**config.mk**
```make
export PLATFORM = sky130hd
export DESIGN_NAME = fifo_ready_queue_with_removal
export DESIGN_NICKNAME = d
export VERILOG_FILES = /design/src/frq_pkg.sv /design/src/frq_seq.sv /design/src/frq_dp.sv /design/src/fifo_ready_queue_with_removal.sv
export VERILOG_INCLUDE_DIRS = /design/src /design/src/src
export SDC_FILE = /design/constraint.sdc
export NUM_CORES = 1
export LEC_CHECK = 0
export ABC_AREA = 1
export ABC_CLOCK_PERIOD_IN_PS = 4100
export BUFFER_PORTS_ARGS = -buffer_cell sky130_fd_sc_hd__buf_2
export CAP_MARGIN = 20
export CORE_ASPECT_RATIO = 1.75
export CORE_MARGIN = 2
export CORE_UTILIZATION = 57
export CTS_CLUSTER_SIZE = 10
export DETAILED_ROUTE_END_ITERATION = 10
export PLACE_DENSITY = 0.76
export SKIP_LAST_GASP = 1
export SLEW_MARGIN = 20
export SYNTH_ARGS = -nofsm -noshare
export SYNTH_HDL_FRONTEND = slang
export SYNTH_HIERARCHICAL = 1
export SYNTH_SLANG_ARGS = --single-unit
```
**constraint.sdc**
```tcl
create_clock -name clk -period 4.1 [get_ports clk]
set_input_delay 0.82 -clock clk [delete_from_list [all_inputs] [get_ports clk]]
set_output_delay 0.82 -clock clk [all_outputs]
set_load 0.02 [all_outputs]
```
**src/fifo_ready_queue_with_removal_defines.svh**
```systemverilog
// Assertion macros for the ready queue design.
// Included by the modules that carry concurrent checks; expects clk and rst_n in scope.
`ifndef FIFO_READY_QUEUE_WITH_REMOVAL_DEFINES_SVH
`define FIFO_READY_QUEUE_WITH_REMOVAL_DEFINES_SVH

// Check a consequence in the same cycle as its cause
`define FRQ_ASSERT_NOW(name, ante, cons) \
    name: assert property (@(posedge clk) disable iff (!rst_n) (ante) |-> (cons)) \
        else $error("ready queue check failed");

// Check a consequence in the cycle after its cause
`define FRQ_ASSERT_NEXT(name, ante, cons) \
    name: assert property (@(posedge clk) disable iff (!rst_n) (ante) |=> (cons)) \
        else $error("ready queue check failed");

`endif

```
**src/frq_pkg.sv**
```systemverilog
// Shared types, codes and the microcode program of the ready queue.
// No dependencies; used by frq_seq, frq_dp and the top level.
`default_nettype none

package frq_pkg;

    // Field widths of the transactions
    localparam int REQ_TYPE_W = 2;
    localparam int THREAD_ID_W = 8;
    localparam int STATUS_W = 2;
    localparam int COUNT_W = 5;

    // Parameter defaults
    localparam int DEF_QUEUE_DEPTH = 16;
    localparam int DEF_ID_WIDTH = 8;

    // Request codes
    localparam logic [REQ_TYPE_W-1:0] REQ_ENQUEUE = 2'd0;
    localparam logic [REQ_TYPE_W-1:0] REQ_DEQUEUE = 2'd1;
    localparam logic [REQ_TYPE_W-1:0] REQ_REMOVE = 2'd2;

    // Status codes
    localparam logic [STATUS_W-1:0] ST_OK = 2'd0;
    localparam logic [STATUS_W-1:0] ST_FULL = 2'd1;
    localparam logic [STATUS_W-1:0] ST_EMPTY = 2'd2;

    typedef struct packed {
        logic [REQ_TYPE_W-1:0]  req_type;
        logic [THREAD_ID_W-1:0] thread_id;
    } req_item_t;

    typedef struct packed {
        logic [STATUS_W-1:0]    status;
        logic [THREAD_ID_W-1:0] dispatched_id;
        logic [COUNT_W-1:0]     entries_removed;
        logic [COUNT_W-1:0]     queue_count;
    } rsp_item_t;

    // Datapath operations, one per control word
    typedef enum logic [3:0] {
        OP_NONE,
        OP_LATCH,
        OP_PUSH,
        OP_SET_FULL,
        OP_READ_HEAD,
        OP_POP,
        OP_SET_EMPTY,
        OP_WALK_INIT,
        OP_WALK,
        OP_WALK_END,
        OP_DONE
    } op_t;

    // Jump conditions; a false condition falls through to the next step
    typedef enum logic [2:0] {
        C_NEVER,
        C_ALWAYS,
        C_NO_INPUT,
        C_DISPATCH,
        C_FULL,
        C_EMPTY,
        C_WALK_BUSY,
        C_OUT_BLOCKED
    } cond_t;

    localparam int UPC_W = 4;

    typedef struct packed {
        op_t              op;
        cond_t            cond;
        logic [UPC_W-1:0] target;
    } ctrl_t;

    // Status from the datapath that the sequencer branches on
    typedef struct packed {
        logic                  no_input;
        logic                  full;
        logic                  empty;
        logic                  walk_busy;
        logic                  out_blocked;
        logic [REQ_TYPE_W-1:0] req_code;
    } flags_t;

    // Step addresses
    localparam logic [UPC_W-1:0] S_FETCH = 4'd0;
    localparam logic [UPC_W-1:0] S_DECODE = 4'd1;
    localparam logic [UPC_W-1:0] S_ENQ_TEST = 4'd2;
    localparam logic [UPC_W-1:0] S_ENQ_WRITE = 4'd3;
    localparam logic [UPC_W-1:0] S_ENQ_FULL = 4'd4;
    localparam logic [UPC_W-1:0] S_DEQ_READ = 4'd5;
    localparam logic [UPC_W-1:0] S_DEQ_POP = 4'd6;
    localparam logic [UPC_W-1:0] S_DEQ_EMPTY = 4'd7;
    localparam logic [UPC_W-1:0] S_REM_INIT = 4'd8;
    localparam logic [UPC_W-1:0] S_REM_WALK = 4'd9;
    localparam logic [UPC_W-1:0] S_REM_END = 4'd10;
    // Last address: falling through wraps the step counter back to fetch
    localparam logic [UPC_W-1:0] S_RESULT = 4'd15;

    // Microcode program
    function automatic ctrl_t ucode_rom(input logic [UPC_W-1:0] addr);
        ctrl_t w;
        w = '{op: OP_NONE, cond: C_ALWAYS, target: S_FETCH};
        unique case (addr)
            S_FETCH:     w = '{op: OP_LATCH,     cond: C_NO_INPUT,    target: S_FETCH};
            S_DECODE:    w = '{op: OP_NONE,      cond: C_DISPATCH,    target: S_FETCH};
            S_ENQ_TEST:  w = '{op: OP_NONE,      cond: C_FULL,        target: S_ENQ_FULL};
            S_ENQ_WRITE: w = '{op: OP_PUSH,      cond: C_ALWAYS,      target: S_RESULT};
            S_ENQ_FULL:  w = '{op: OP_SET_FULL,  cond: C_ALWAYS,      target: S_RESULT};
            S_DEQ_READ:  w = '{op: OP_READ_HEAD, cond: C_EMPTY,       target: S_DEQ_EMPTY};
            S_DEQ_POP:   w = '{op: OP_POP,       cond: C_ALWAYS,      target: S_RESULT};
            S_DEQ_EMPTY: w = '{op: OP_SET_EMPTY, cond: C_ALWAYS,      target: S_RESULT};
            S_REM_INIT:  w = '{op: OP_WALK_INIT, cond: C_NEVER,       target: S_FETCH};
            S_REM_WALK:  w = '{op: OP_WALK,      cond: C_WALK_BUSY,   target: S_REM_WALK};
            S_REM_END:   w = '{op: OP_WALK_END,  cond: C_ALWAYS,      target: S_RESULT};
            S_RESULT:    w = '{op: OP_DONE,      cond: C_OUT_BLOCKED, target: S_RESULT};
            default:     w = '{op: OP_NONE,      cond: C_ALWAYS,      target: S_FETCH};
        endcase
        return w;
    endfunction

    // Multiway jump on the request code
    function automatic logic [UPC_W-1:0] dispatch_step(input logic [REQ_TYPE_W-1:0] code);
        logic [UPC_W-1:0] s;
        unique case (code)
            REQ_ENQUEUE: s = S_ENQ_TEST;
            REQ_DEQUEUE: s = S_DEQ_READ;
            REQ_REMOVE:  s = S_REM_INIT;
            default:     s = S_RESULT;
        endcase
        return s;
    endfunction

endpackage

`default_nettype wire

```
**src/frq_seq.sv**
```systemverilog
// Microcode sequencer: step counter, control word fetch and jump logic.
// Depends on frq_pkg for the program, control word and flag types.
`default_nettype none

module frq_seq (
    input  logic           clk,
    input  logic           rst_n,
    input  frq_pkg::flags_t flags,
    output frq_pkg::ctrl_t  ctrl
);
    import frq_pkg::*;

    logic [UPC_W-1:0] upc_reg;
    logic [UPC_W-1:0] upc_next;
    logic [UPC_W-1:0] upc_inc;

    // Fetch the current control word
    assign ctrl = ucode_rom(upc_reg);
    assign upc_inc = upc_reg + 1'b1;

    // Pick the next step: jump target when the condition holds, else fall through; dispatch jumps on the request code
    always_comb
    begin
        unique case (ctrl.cond)
            C_NEVER:       upc_next = upc_inc;
            C_ALWAYS:      upc_next = ctrl.target;
            C_NO_INPUT:    upc_next = flags.no_input ? ctrl.target : upc_inc;
            C_DISPATCH:    upc_next = dispatch_step(flags.req_code);
            C_FULL:        upc_next = flags.full ? ctrl.target : upc_inc;
            C_EMPTY:       upc_next = flags.empty ? ctrl.target : upc_inc;
            C_WALK_BUSY:   upc_next = flags.walk_busy ? ctrl.target : upc_inc;
            C_OUT_BLOCKED: upc_next = flags.out_blocked ? ctrl.target : upc_inc;
            default:       upc_next = S_FETCH;
        endcase
    end

    // Hold the step counter
    always_ff @(posedge clk or negedge rst_n)
    begin
        if (!rst_n)
        begin
            upc_reg <= S_FETCH;
        end
        else
        begin
            upc_reg <= upc_next;
        end
    end

endmodule

`default_nettype wire

```
**src/frq_dp.sv**
```systemverilog
// Datapath of the ready queue: slot memory in two banks, pointers, counts, result register.
// Depends on frq_pkg and on the assertion macros in the defines header.
`default_nettype none

`include "fifo_ready_queue_with_removal_defines.svh"

module frq_dp #(
    parameter int QUEUE_DEPTH = frq_pkg::DEF_QUEUE_DEPTH,
    parameter int ID_WIDTH    = frq_pkg::DEF_ID_WIDTH
) (
    input  logic               clk,
    input  logic               rst_n,
    input  frq_pkg::ctrl_t     ctrl,
    output frq_pkg::flags_t    flags,
    input  logic               req_valid,
    output logic               req_stall,
    input  frq_pkg::req_item_t req,
    output logic               rsp_valid,
    input  logic               rsp_stall,
    output frq_pkg::rsp_item_t rsp
);
    import frq_pkg::*;

    localparam int IDX_W = $clog2(QUEUE_DEPTH);
    localparam int CNT_W = $clog2(QUEUE_DEPTH + 1);
    localparam int ADDR_W = IDX_W + 1;
    localparam int MEM_DEPTH = 1 << ADDR_W;
    localparam logic [CNT_W-1:0] FULL_COUNT = CNT_W'(QUEUE_DEPTH);
    localparam logic [IDX_W-1:0] LAST_IDX = IDX_W'(QUEUE_DEPTH - 1);

    // Slot memory: the live bank holds the queue, the other receives a compacted copy
    logic [ID_WIDTH-1:0] mem [MEM_DEPTH];

    logic [REQ_TYPE_W-1:0] req_code_reg;
    logic [ID_WIDTH-1:0]   id_reg;
    logic [STATUS_W-1:0]   status_reg;
    logic [ID_WIDTH-1:0]   disp_reg;
    logic [ID_WIDTH-1:0]   rdata_reg;
    logic [IDX_W-1:0]      head_reg;
    logic [IDX_W-1:0]      tail_reg;
    logic [IDX_W-1:0]      walk_ptr_reg;
    logic [CNT_W-1:0]      count_reg;
    logic [CNT_W-1:0]      left_reg;
    logic [CNT_W-1:0]      kept_reg;
    logic [CNT_W-1:0]      removed_reg;
    logic                  bank_reg;
    logic                  pend_reg;
    logic                  rsp_valid_reg;
    rsp_item_t             rsp_reg;

    logic                  out_blocked;
    logic                  accept;
    logic                  walk_read;
    logic                  keep_hit;
    logic                  drop_hit;
    logic                  mem_we;
    logic                  mem_re;
    logic [ADDR_W-1:0]     mem_waddr;
    logic [ADDR_W-1:0]     mem_raddr;
    logic [ID_WIDTH-1:0]   mem_wdata;
    logic                  load_rsp;

    function automatic logic [IDX_W-1:0] wrap_inc(input logic [IDX_W-1:0] i);
        return (i == LAST_IDX) ? '0 : i + 1'b1;
    endfunction

    // Decode the control word into strobes
    assign out_blocked = rsp_valid_reg && rsp_stall;
    assign accept      = (ctrl.op == OP_LATCH) && req_valid;
    assign walk_read   = (ctrl.op == OP_WALK) && (left_reg != '0);
    assign keep_hit    = (ctrl.op == OP_WALK) && pend_reg && (rdata_reg != id_reg);
    assign drop_hit    = (ctrl.op == OP_WALK) && pend_reg && (rdata_reg == id_reg);
    assign load_rsp    = (ctrl.op == OP_DONE) && !out_blocked;

    assign mem_we    = (ctrl.op == OP_PUSH) || keep_hit;
    assign mem_waddr = (ctrl.op == OP_PUSH) ? {bank_reg, tail_reg}
                                            : {~bank_reg, kept_reg[IDX_W-1:0]};
    assign mem_wdata = (ctrl.op == OP_PUSH) ? id_reg : rdata_reg;
    assign mem_re    = (ctrl.op == OP_READ_HEAD) || walk_read;
    assign mem_raddr = (ctrl.op == OP_READ_HEAD) ? {bank_reg, head_reg}
                                                 : {bank_reg, walk_ptr_reg};

    // Report status to the sequencer
    assign flags.no_input    = !req_valid;
    assign flags.full        = (count_reg == FULL_COUNT);
    assign flags.empty       = (count_reg == '0);
    assign flags.walk_busy   = (left_reg != '0);
    assign flags.out_blocked = out_blocked;
    assign flags.req_code    = req_code_reg;

    assign req_stall = (ctrl.op != OP_LATCH);
    assign rsp_valid = rsp_valid_reg;
    assign rsp       = rsp_reg;

    // Write and read the slot memory
    always_ff @(posedge clk)
    begin
        if (mem_we)
        begin
            mem[mem_waddr] <= mem_wdata;
        end
        if (mem_re)
        begin
            rdata_reg <= mem[mem_raddr];
        end
    end

    // Capture the request and build the result payload
    always_ff @(posedge clk)
    begin
        if (accept)
        begin
            req_code_reg <= req.req_type;
            id_reg       <= ID_WIDTH'(req.thread_id);
            status_reg   <= ST_OK;
            disp_reg     <= '0;
            removed_reg  <= '0;
        end
        if (ctrl.op == OP_SET_FULL)
        begin
            status_reg <= ST_FULL;
        end
        if (ctrl.op == OP_SET_EMPTY)
        begin
            status_reg <= ST_EMPTY;
        end
        if (ctrl.op == OP_POP)
        begin
            disp_reg <= rdata_reg;
        end
        if (drop_hit)
        begin
            removed_reg <= removed_reg + 1'b1;
        end
        if (ctrl.op == OP_WALK_INIT)
        begin
            walk_ptr_reg <= head_reg;
        end
        if (walk_read)
        begin
            walk_ptr_reg <= wrap_inc(walk_ptr_reg);
        end
        if (load_rsp)
        begin
            rsp_reg.status          <= status_reg;
            rsp_reg.dispatched_id   <= THREAD_ID_W'(disp_reg);
            rsp_reg.entries_removed <= COUNT_W'(removed_reg);
            rsp_reg.queue_count     <= COUNT_W'(count_reg);
        end
    end

    // Advance pointers, counts and the output valid
    always_ff @(posedge clk or negedge rst_n)
    begin
        if (!rst_n)
        begin
            head_reg      <= '0;
            tail_reg      <= '0;
            count_reg     <= '0;
            left_reg      <= '0;
            kept_reg      <= '0;
            bank_reg      <= 1'b0;
            pend_reg      <= 1'b0;
            rsp_valid_reg <= 1'b0;
        end
        else
        begin
            unique case (ctrl.op)
                OP_PUSH:
                begin
                    tail_reg  <= wrap_inc(tail_reg);
                    count_reg <= count_reg + 1'b1;
                end
                OP_POP:
                begin
                    head_reg  <= wrap_inc(head_reg);
                    count_reg <= count_reg - 1'b1;
                end
                OP_WALK_INIT:
                begin
                    left_reg <= count_reg;
                    kept_reg <= '0;
                    pend_reg <= 1'b0;
                end
                OP_WALK:
                begin
                    pend_reg <= walk_read;
                    if (walk_read)
                    begin
                        left_reg <= left_reg - 1'b1;
                    end
                    if (keep_hit)
                    begin
                        kept_reg <= kept_reg + 1'b1;
                    end
                end
                OP_WALK_END:
                begin
                    bank_reg  <= ~bank_reg;
                    head_reg  <= '0;
                    tail_reg  <= (kept_reg == FULL_COUNT) ? '0 : kept_reg[IDX_W-1:0];
                    count_reg <= kept_reg;
                end
                default:
                begin
                end
            endcase

            if (load_rsp)
            begin
                rsp_valid_reg <= 1'b1;
            end
            else if (rsp_valid_reg && !rsp_stall)
            begin
                rsp_valid_reg <= 1'b0;
            end
        end
    end

    // Checks on queue bookkeeping
    `FRQ_ASSERT_NOW(a_count_bound, 1'b1, count_reg <= FULL_COUNT)
    `FRQ_ASSERT_NOW(a_walk_balance, ctrl.op == OP_WALK_END, kept_reg + removed_reg == count_reg)
    `FRQ_ASSERT_NEXT(a_push_count, ctrl.op == OP_PUSH, count_reg == CNT_W'($past(count_reg) + 1'b1))
    `FRQ_ASSERT_NEXT(a_compact_swap, ctrl.op == OP_WALK_END, (head_reg == '0) && (bank_reg != $past(bank_reg)))

endmodule

`default_nettype wire

```
**src/fifo_ready_queue_with_removal.sv**
```systemverilog
// Channel | Dir | Handshake            | Payload
// req     | in  | req_valid/req_stall  | frq_pkg::req_item_t  (req_type, thread_id)
// rsp     | out | rsp_valid/rsp_stall  | frq_pkg::rsp_item_t  (status, dispatched_id, ...)
//
// One request at a time, stepped by the microcode sequencer; a remove runs the
// compaction walk through the one read port of the slot memory.
// Reset empties the queue; slot contents are not cleared.
// A stalled result sits in the output register; the next request is still taken and
// run, and its result holds in the last step until the output register frees up.
// Top level: wires the sequencer to the datapath.
// Depends on frq_pkg, frq_seq and frq_dp.
`default_nettype none

module fifo_ready_queue_with_removal #(
    parameter int QUEUE_DEPTH = frq_pkg::DEF_QUEUE_DEPTH,
    parameter int ID_WIDTH    = frq_pkg::DEF_ID_WIDTH
) (
    input  logic               clk,
    input  logic               rst_n,
    input  logic               req_valid,
    output logic               req_stall,
    input  frq_pkg::req_item_t req,
    output logic               rsp_valid,
    input  logic               rsp_stall,
    output frq_pkg::rsp_item_t rsp
);
    import frq_pkg::*;

    ctrl_t  ctrl;
    flags_t flags;

    // Step through the program
    frq_seq u_seq (
        .clk   (clk),
        .rst_n (rst_n),
        .flags (flags),
        .ctrl  (ctrl)
    );

    // Execute the control words
    frq_dp #(
        .QUEUE_DEPTH (QUEUE_DEPTH),
        .ID_WIDTH    (ID_WIDTH)
    ) u_dp (
        .clk       (clk),
        .rst_n     (rst_n),
        .ctrl      (ctrl),
        .flags     (flags),
        .req_valid (req_valid),
        .req_stall (req_stall),
        .req       (req),
        .rsp_valid (rsp_valid),
        .rsp_stall (rsp_stall),
        .rsp       (rsp)
    );

endmodule

`default_nettype wire

```
# --- Yosys cells after proc, flatten, opt, wreduce, memory -nomap -nowiden ---
# Memories as Yosys holds them, arrays and structs flattened. A register that Yosys moved wholly into a read port is not among the register bits.
# Index checks and enable logic that the tools add are counted.
op_classes:
  add_sub_neg: 9
  eq_ne: 29
  mux: 34
  n_bitwise: 1
  n_reduce_logical: 27
op_table:
  columns: ["cell", "n"]
  rows:
  - ["$mux 4", 12]
  - ["$pmux 4 s8", 1]
  - ["$mux 5", 5]
  - ["$eq 4x4->1 const B", 6]
  - ["$mux 8", 3]
  - ["$pmux 5 s2", 2]
  - ["$add 4x1->4 const B", 4]
  - ["$eq 4x3->1 const B", 4]
  - ["$pmux 4 s2", 2]
  - ["$reduce_bool 2->1", 8]
  - ["$add 5x1->5 const B", 3]
  - ["$pmux 5 s3", 1]
  - ["$eq 3x3->1 const B", 4]
  - ["$pmux 4 s3", 1]
  - ["$eq 5x5->1 const B", 2]
  - ["$sub 5x1->5 const B", 2]
  - ["$eq 4x2->1 const B", 2]
  - ["$eq 8x8->1", 1]
  - ["$logic_and 1x1->1", 8]
  - ["$ne 8x8->1", 1]
  - ["$eq 3x2->1 const B", 2]
  - ["$logic_not 5->1", 1]
  - ["$reduce_bool 5->1", 1]
  - ["$eq 4x1->1 const B", 1]
  - ["other kinds (15)", 23]
word_totals:
  ff_bits: 79
  ram_bits: 256
  mem_bits_ro: 176
  inputBits: 14
  output_inout_bits: 22
  wordCells: 121
  memories: 2
memory_table:
  columns: ["memory", "words", "width", "rd", "rd_ports_with_merged_regs", "write_ports", "line_no", "text"]
  rows:
  - ["u_dp.mem", 32, 8, 1, 1, 1, "frq_dp.sv:32", "logic [ID_WIDTH-1:0] mem [MEM_DEPTH];"]
  - ["(no name shown)", 16, 11, 1, 0, 0, "frq_pkg.sv:103", "unique case (addr)"]

# --- Depth between registers and ports, before layout ---
# Gate-level depths: netlist (run 1).
# An unclocked memory read counts as a cell.
depth:
  word_depth: 7
  ltp_mapped: 24
  ltp_nobuf: 23

# --- By module ---
# Netlist (run 1), hierarchy kept.
by_module_without_submodules:
  columns: ["module", "instances", "cells_each", "area_per_inst_um2", "seq_area_each_um2"]
  rows:
  - ["frq_dp", 1, 1537, 15329.7, 10029.6]
  - ["frq_seq", 1, 206, 1151.1, 100.1]

# --- Worst setup path before layout (run 1) ---
# No wires, ideal clock.
synth_timing:
  path_type: "register to register"
  startpoint: "register u_seq.upc_reg[0]"
  endpoint: "memory u_dp/mem[0][0] in the netlist's numbering (data pin)"
  setup_time_ns: 0.454
  arrival_time_ns: 3.391
  t_required_ns: 3.646
  path_slack_ns: 0.255
  stages_incl_launch_ff: 14
  n_path_buf: 3
  period_less_slack_ns: 3.845
  cell_sequence: "dfrtp_1 -> inv_1 -> ha_1 -> clkbuf_1 -> inv_1 -> nand2_1 -> nand3_1 -> inv_1 -> nor2_1 -> nand2_1 -> inv_1 -> clkbuf_1 -> clkbuf_1 -> o21ai_0"
synth_lines:
  columns: ["element", "line_no", "text"]
  rows:
  - ["start, declared", "frq_seq.sv:13", "logic [UPC_W-1:0] upc_reg;"]
  - ["start signal, assigned", "frq_seq.sv:46", "upc_reg <= upc_next;"]
  - ["end, declared", "frq_dp.sv:32", null]

==> results_dict.tcl, run 1 <==
set metrics [dict create \
    largest_reg_flops 256 \
    layout_commonest_cell "nand2_1" \
    finalCritPeriodShare_pct 94.4 \
    worst_setup_path_end_kind "flop" \
    setup_violations 0 \
    crit_type "reg -> reg" \
    cts-root-buf "clkbuf_16" \
    die_w_um 133 \
    route.detailed.drc 0 \
    final_antenna_net_count 0 \
    area_delta_synth_final_pct 12.6 \
    r2r_cells 14 \
    io_pins 36 \
    maxCapViolations 0 \
    core_mm2 0.0285 \
    syn_area_mm2 0.0165 \
    htree_levels 2 \
    grt_pass1_wl_mm 66.9 \
    report.final.slew_viol_count 0 \
    skew_ns 0.0136 \
    cp.depth 14 \
    cts_made_buffers 40 \
    hold_ws_ns 0.354 \
    totalWireLength_mm 42.7 \
    io_buffers 35 \
    vias_per_cell 5.63 \
    fill_cells 2310 \
    relSlewSlack_pct 34.5 \
    worstPathArrival_ns 4.11 \
    slowest_stage "o21ai_0" \
    row_count 82 \
    cts_sinks 343 \
    vias 12464 \
    rsz0062_at_grt "false" \
    dp_slack_ns 0.189 \
    die_y_um 229 \
    gp_congestion 0.919 \
    path_buf_inv 4 \
    layout_common_cells "428 x nand2_1, 330 x inv_1, 326 x nand3_1" \
    hold_class "in -> async" \
    worst_pin_slew_ns 0.982 \
    period_needed_ns 3.87 \
    yosysWarnings 6 \
    drt-pass1-iter-count 7 \
    critPathMaxStageDelay_ns 0.49 \
    detail_route.wl_per_cell_um 19.3 \
    power.density_mw_per_mm2 857 \
    antenna_found_initial 0 \
    crit_chain "inv_1 > ha_2 > nand2_1 > o21ai_0 > o211ai_1 > inv_1 > nor2_1 > nand2_1 > o21ai_0 > inv_1 > nor2_1 > nand2_1 > nor2_1 > buf_4" \
    final_nets 1852 \
    outcome "complete, no violations" \
    first_iter_violations 1093 \
    cts.clk_slew.worst_paths_ns 0.05 \
    p_leak_nw 8.27 \
    drive_gt1_share_pct 10.6 \
    hold_violations 0 \
    clockPowerShare_pct 20.2 \
    p_comb_share_pct 45.3 \
    grt_use_total_pct 28.7 \
    dpl.hpwl_mm 29.5 \
    clock_latency_ns 0.54 \
    required_ns 4.34 \
    syn_area_per_cell_um2 9.46 \
    fmaxAchievable_ghz 0.258 \
    netlist_instances 1742 \
    tns_ns 0 \
    die_area_mm2 0.0303 \
    cp-start-kind "flop" \
    worstPathMaxFanout 10 \
    setup_ws_ns 0.230 \
    crit_family "simple AND/OR/NAND/NOR gates" \
    grt_overflow_total 0 \
    syn_nets 1774 \
    diodes 0 \
    start_util_pct 57.8 \
    p_sw_mw 6.89 \
    grt_pass1_vias 12822 \
    grt_max_degree 65 \
    final_area_mm2 0.0186 \
    cts_tree "yes" \
    post_dp_cell_area_mm2 0.0174 \
    ctsHoldBuffers 0 \
    pwr-share-seq_pct 34.6 \
    swShare_pct 43.3 \
    internal-power_mw 9.02 \
    ir_drop_v 0.000412 \
    cts_buffer_depth 3 \
]
worst paths after layout:
kind | start | end | slack (ns)
max in group asynchronous | rst_n | u_seq/upc_reg[0] | 3.21
setup reg to reg | u_seq/upc_reg[0] | u_dp/mem[27][6] | 0.23
hold / removal | rst_n | u_seq/upc_reg[2] | 0.35
hold reg to reg | u_dp/disp_reg[0] | u_dp/rsp[10] | 0.41
setup / recovery | u_seq/upc_reg[0] | u_dp/mem[27][6] | 0.23
min in group clk | u_dp/disp_reg[0] | u_dp/rsp[10] | 0.41
per-layer routing:
| layer | vias up | wire [um] | GRT usage [%] |
|---|---|---|---|
| met5 | - | 0 | 0 |
| met4 | 0 | 3350 | 21.1 |
| met3 | 207 | 2470 | 3.86 |
| met2 | 615 | 22900 | 53.0 |
| met1 | 5860 | 14000 | 29.0 |
| li1 | 5782 | - | - |
per-stage QoR:
step | util (%) | power, mW | cells
6_report | 65.0 | 15.9 | 2215
5_1_grt | 65.0 | 16.8 | 2215
4_1_cts | 65.0 | 15.8 | 2215
3_5_place_dp | 61.0 | 12.6 | 2156
3_3_place_gp | 61.0 | 12.5 | 2156
2_1_floorplan | - | 9.99 | 1742
final cells by class:
cell class | instances | area [um^2] | share of cell area (%)
timing repair buffer | 102 | 741 | 3.99
multi-input combinational | 994 | 4770 | 25.7
clock inverter | 3 | 51.3 | 0.277
sequential | 343 | 10100 | 54.6
tap | 378 | 473 | 2.55
inverter | 339 | 1280 | 6.89
clock buffer | 56 | 1100 | 5.95
power by group through the flow:
stage	logic, mW	clock network (mW)	registers, mW
floorplan	4.47	0	5.52
global placement	6.94	0	5.54
detailed placement	7.03	0	5.56
CTS	7.08	3.25	5.49
global route	7.85	3.37	5.54
finish	7.20	3.21	5.50
timing repair:
action	CTS	global route
buffers inserted	0	0
setup endpoints to repair	0	193
gates resized for setup	0	2
Power figures use the tool's default switching activity.
==> run 2, diff against run 1 <==
Settings changed: ABC_AREA 1 to not set, CORE_UTILIZATION 57 to 56, PLACE_DENSITY 0.76 to 0.75.
==> run 2 against run 1 <==
Net effect:
- clock skew shrank 0.0013 ns
- highest routed layer unchanged
- sequential cell count is the same
- utilization shrank 1.1 points
==> results_dict.tcl, run 2 <==
set metrics [dict create \
    drt-pass1-iter-count 5 \
    worstPathArrival_ns 4.22 \
    die_y_um 221 \
    vias 9073 \
    hold_class "in -> async" \
    grt_overflow_total 0 \
    dp_slack_ns 0.261 \
    r2r_cells 13 \
    setup_violations 0 \
    layout_commonest_cell "edfxtp_1" \
    maxCapViolations 0 \
    met2_usage_pct 46.3 \
    fmaxAchievable_ghz 0.258 \
    antenna_found_initial 0 \
    die_w_um 128 \
    use_met3_pct 3.48 \
    clock_latency_ns 0.53 \
    timing.rr.end "u_dp/rdata_reg[1]" \
    p_leak_nw 6.29 \
    crit_type "reg -> reg" \
    dpl.hpwl_mm 23.8 \
    grt_pass1_vias 9091 \
    grt-busiest-layer "met2" \
    first_iter_violations 669 \
    yosysWarnings 6 \
    r2r_setup_slack_ns 0.23 \
    grt_use_total_pct 24.7 \
    grt_max_degree 33 \
    worstPathMaxFanout 13 \
    report.final.slew_viol_count 0 \
    syn_nets 1090 \
    cts_tree "yes" \
    setup_ws_ns 0.225 \
    cts_made_buffers 40 \
    final_antenna_net_count 0 \
    cts_buffer_depth 3 \
    cts_sinks 343 \
    largest_reg_flops 256 \
    r2r-start "u_seq/upc_reg[0]" \
    die_area_mm2 0.0282 \
    layout_common_cells "311 x edfxtp_1, 137 x mux2i_1, 81 x nand2_1" \
    cts_setup_buffers 0 \
    worst_pin_slew_ns 0.895 \
    io_pins 36 \
    cts-root-buf "clkbuf_16" \
    skew_ns 0.0123 \
    cp-start-kind "flop" \
    diodes 0 \
    netlist_instances 1058 \
    syn_area_per_cell_um2 14.2 \
    period_needed_ns 3.87 \
    ir_drop_v 0.000369 \
    totalWireLength_mm 34.4 \
    final_nets 1177 \
    vias_per_cell 6.11 \
    gp_congestion 0.918 \
    cts.clk_slew.worst_paths_ns 0.06 \
    tns_ns 0 \
    required_ns 4.45 \
    relSlewSlack_pct 40.4 \
    grt_pass1_wl_mm 52.0 \
    hold_violations 0 \
    detail_route.wl_per_cell_um 23.2 \
    area_delta_synth_final_pct 12.7 \
    worst_setup_path_end_kind "flop" \
    drive_gt1_share_pct 14.7 \
    syn_area_mm2 0.0150 \
    fill_cells 1908 \
    power.density_mw_per_mm2 762 \
    row_count 79 \
    use_met1_pct 26.1 \
    core_mm2 0.0265 \
    io_buffers 35 \
    start_util_pct 56.7 \
    route.detailed.drc 0 \
    outcome "complete, no violations" \
    htree_levels 2 \
    rsz0062_at_grt "false" \
    finalCritPeriodShare_pct 94.5 \
    ctsHoldBuffers 0 \
]
## run 2: what timing repair did
action,4_1_cts,5_1_grt
endpoints found under the hold margin,0,0
setup endpoints to repair,0,16
gates resized for setup,0,2
## run 2: power by group
| part | leakage, nW | total, mW | internal [mW] | switching, mW |
|---|---|---|---|---|
| clock | 0.527 | 3.05 | 1.81 | 1.24 |
| combinational | 2.55 | 4.65 | 1.57 | 3.08 |
| sequential | 3.22 | 5.21 | 4.90 | 0.311 |
## run 2: metrics by stage
step,area [um^2],power (mW),utilization [%],cells,hold slack [ns]
floorplan,15000,8.23,-,1058,0.400
global placement,15800,9.76,59.8,1427,0.411
detailed placement,15800,9.87,59.8,1427,0.409
CTS,16900,12.9,63.9,1484,0.337
global route,16900,13.5,63.9,1484,0.382
finish,16900,12.9,63.9,1484,0.337
## run 2: layer usage
layer  vias to the layer above  wire, um
met5                         -         0
met4                         0      1970
met3                       100      1500
met2                       270     18800
met1                      4491     12100
li1                       4212         -
## run 2: worst max path at each step
stage / from / end / depth (start not counted) / slack (ns)
floorplan: u_seq/upc_reg[3] / u_dp/mem[30][0] / 13 / 0.40
global placement: u_seq/upc_reg[0] / u_dp/rdata_reg[3] / 14 / 0.35
detailed placement: u_seq/upc_reg[0] / u_dp/rdata_reg[3] / 13 / 0.26
CTS: u_seq/upc_reg[0] / u_dp/rdata_reg[3] / 13 / 0.27
global route: u_seq/upc_reg[0] / u_dp/mem[14][7] / 10 / 0.003
finish: u_seq/upc_reg[0] / u_dp/rdata_reg[1] / 13 / 0.23
## run 2: final cells by class
cell class	count	area [um^2]	area share [%]
tap	324	405	2.39
inverter	20	75.1	0.443
timing repair buffer	99	731	4.31
sequential	343	10100	59.8
clock inverter	1	8.76	0.0517
clock buffer	56	1080	6.39
multi-input combinational	641	4510	26.6
## run 2: critical path, stage by stage, from the launching register on
cell and delay, ns:
dfrtp_1 0.54, inv_1 0.14, ha_1 0.25, or3_1 0.30
o21ai_0 0.18, nor4b_4 0.44, mux2i_4 0.37, buf_12 0.19
buf_4 0.27, mux2i_1 0.16, a22oi_1 0.18, nand2_1 0.08
a22o_1 0.33, nor3_1 0.25
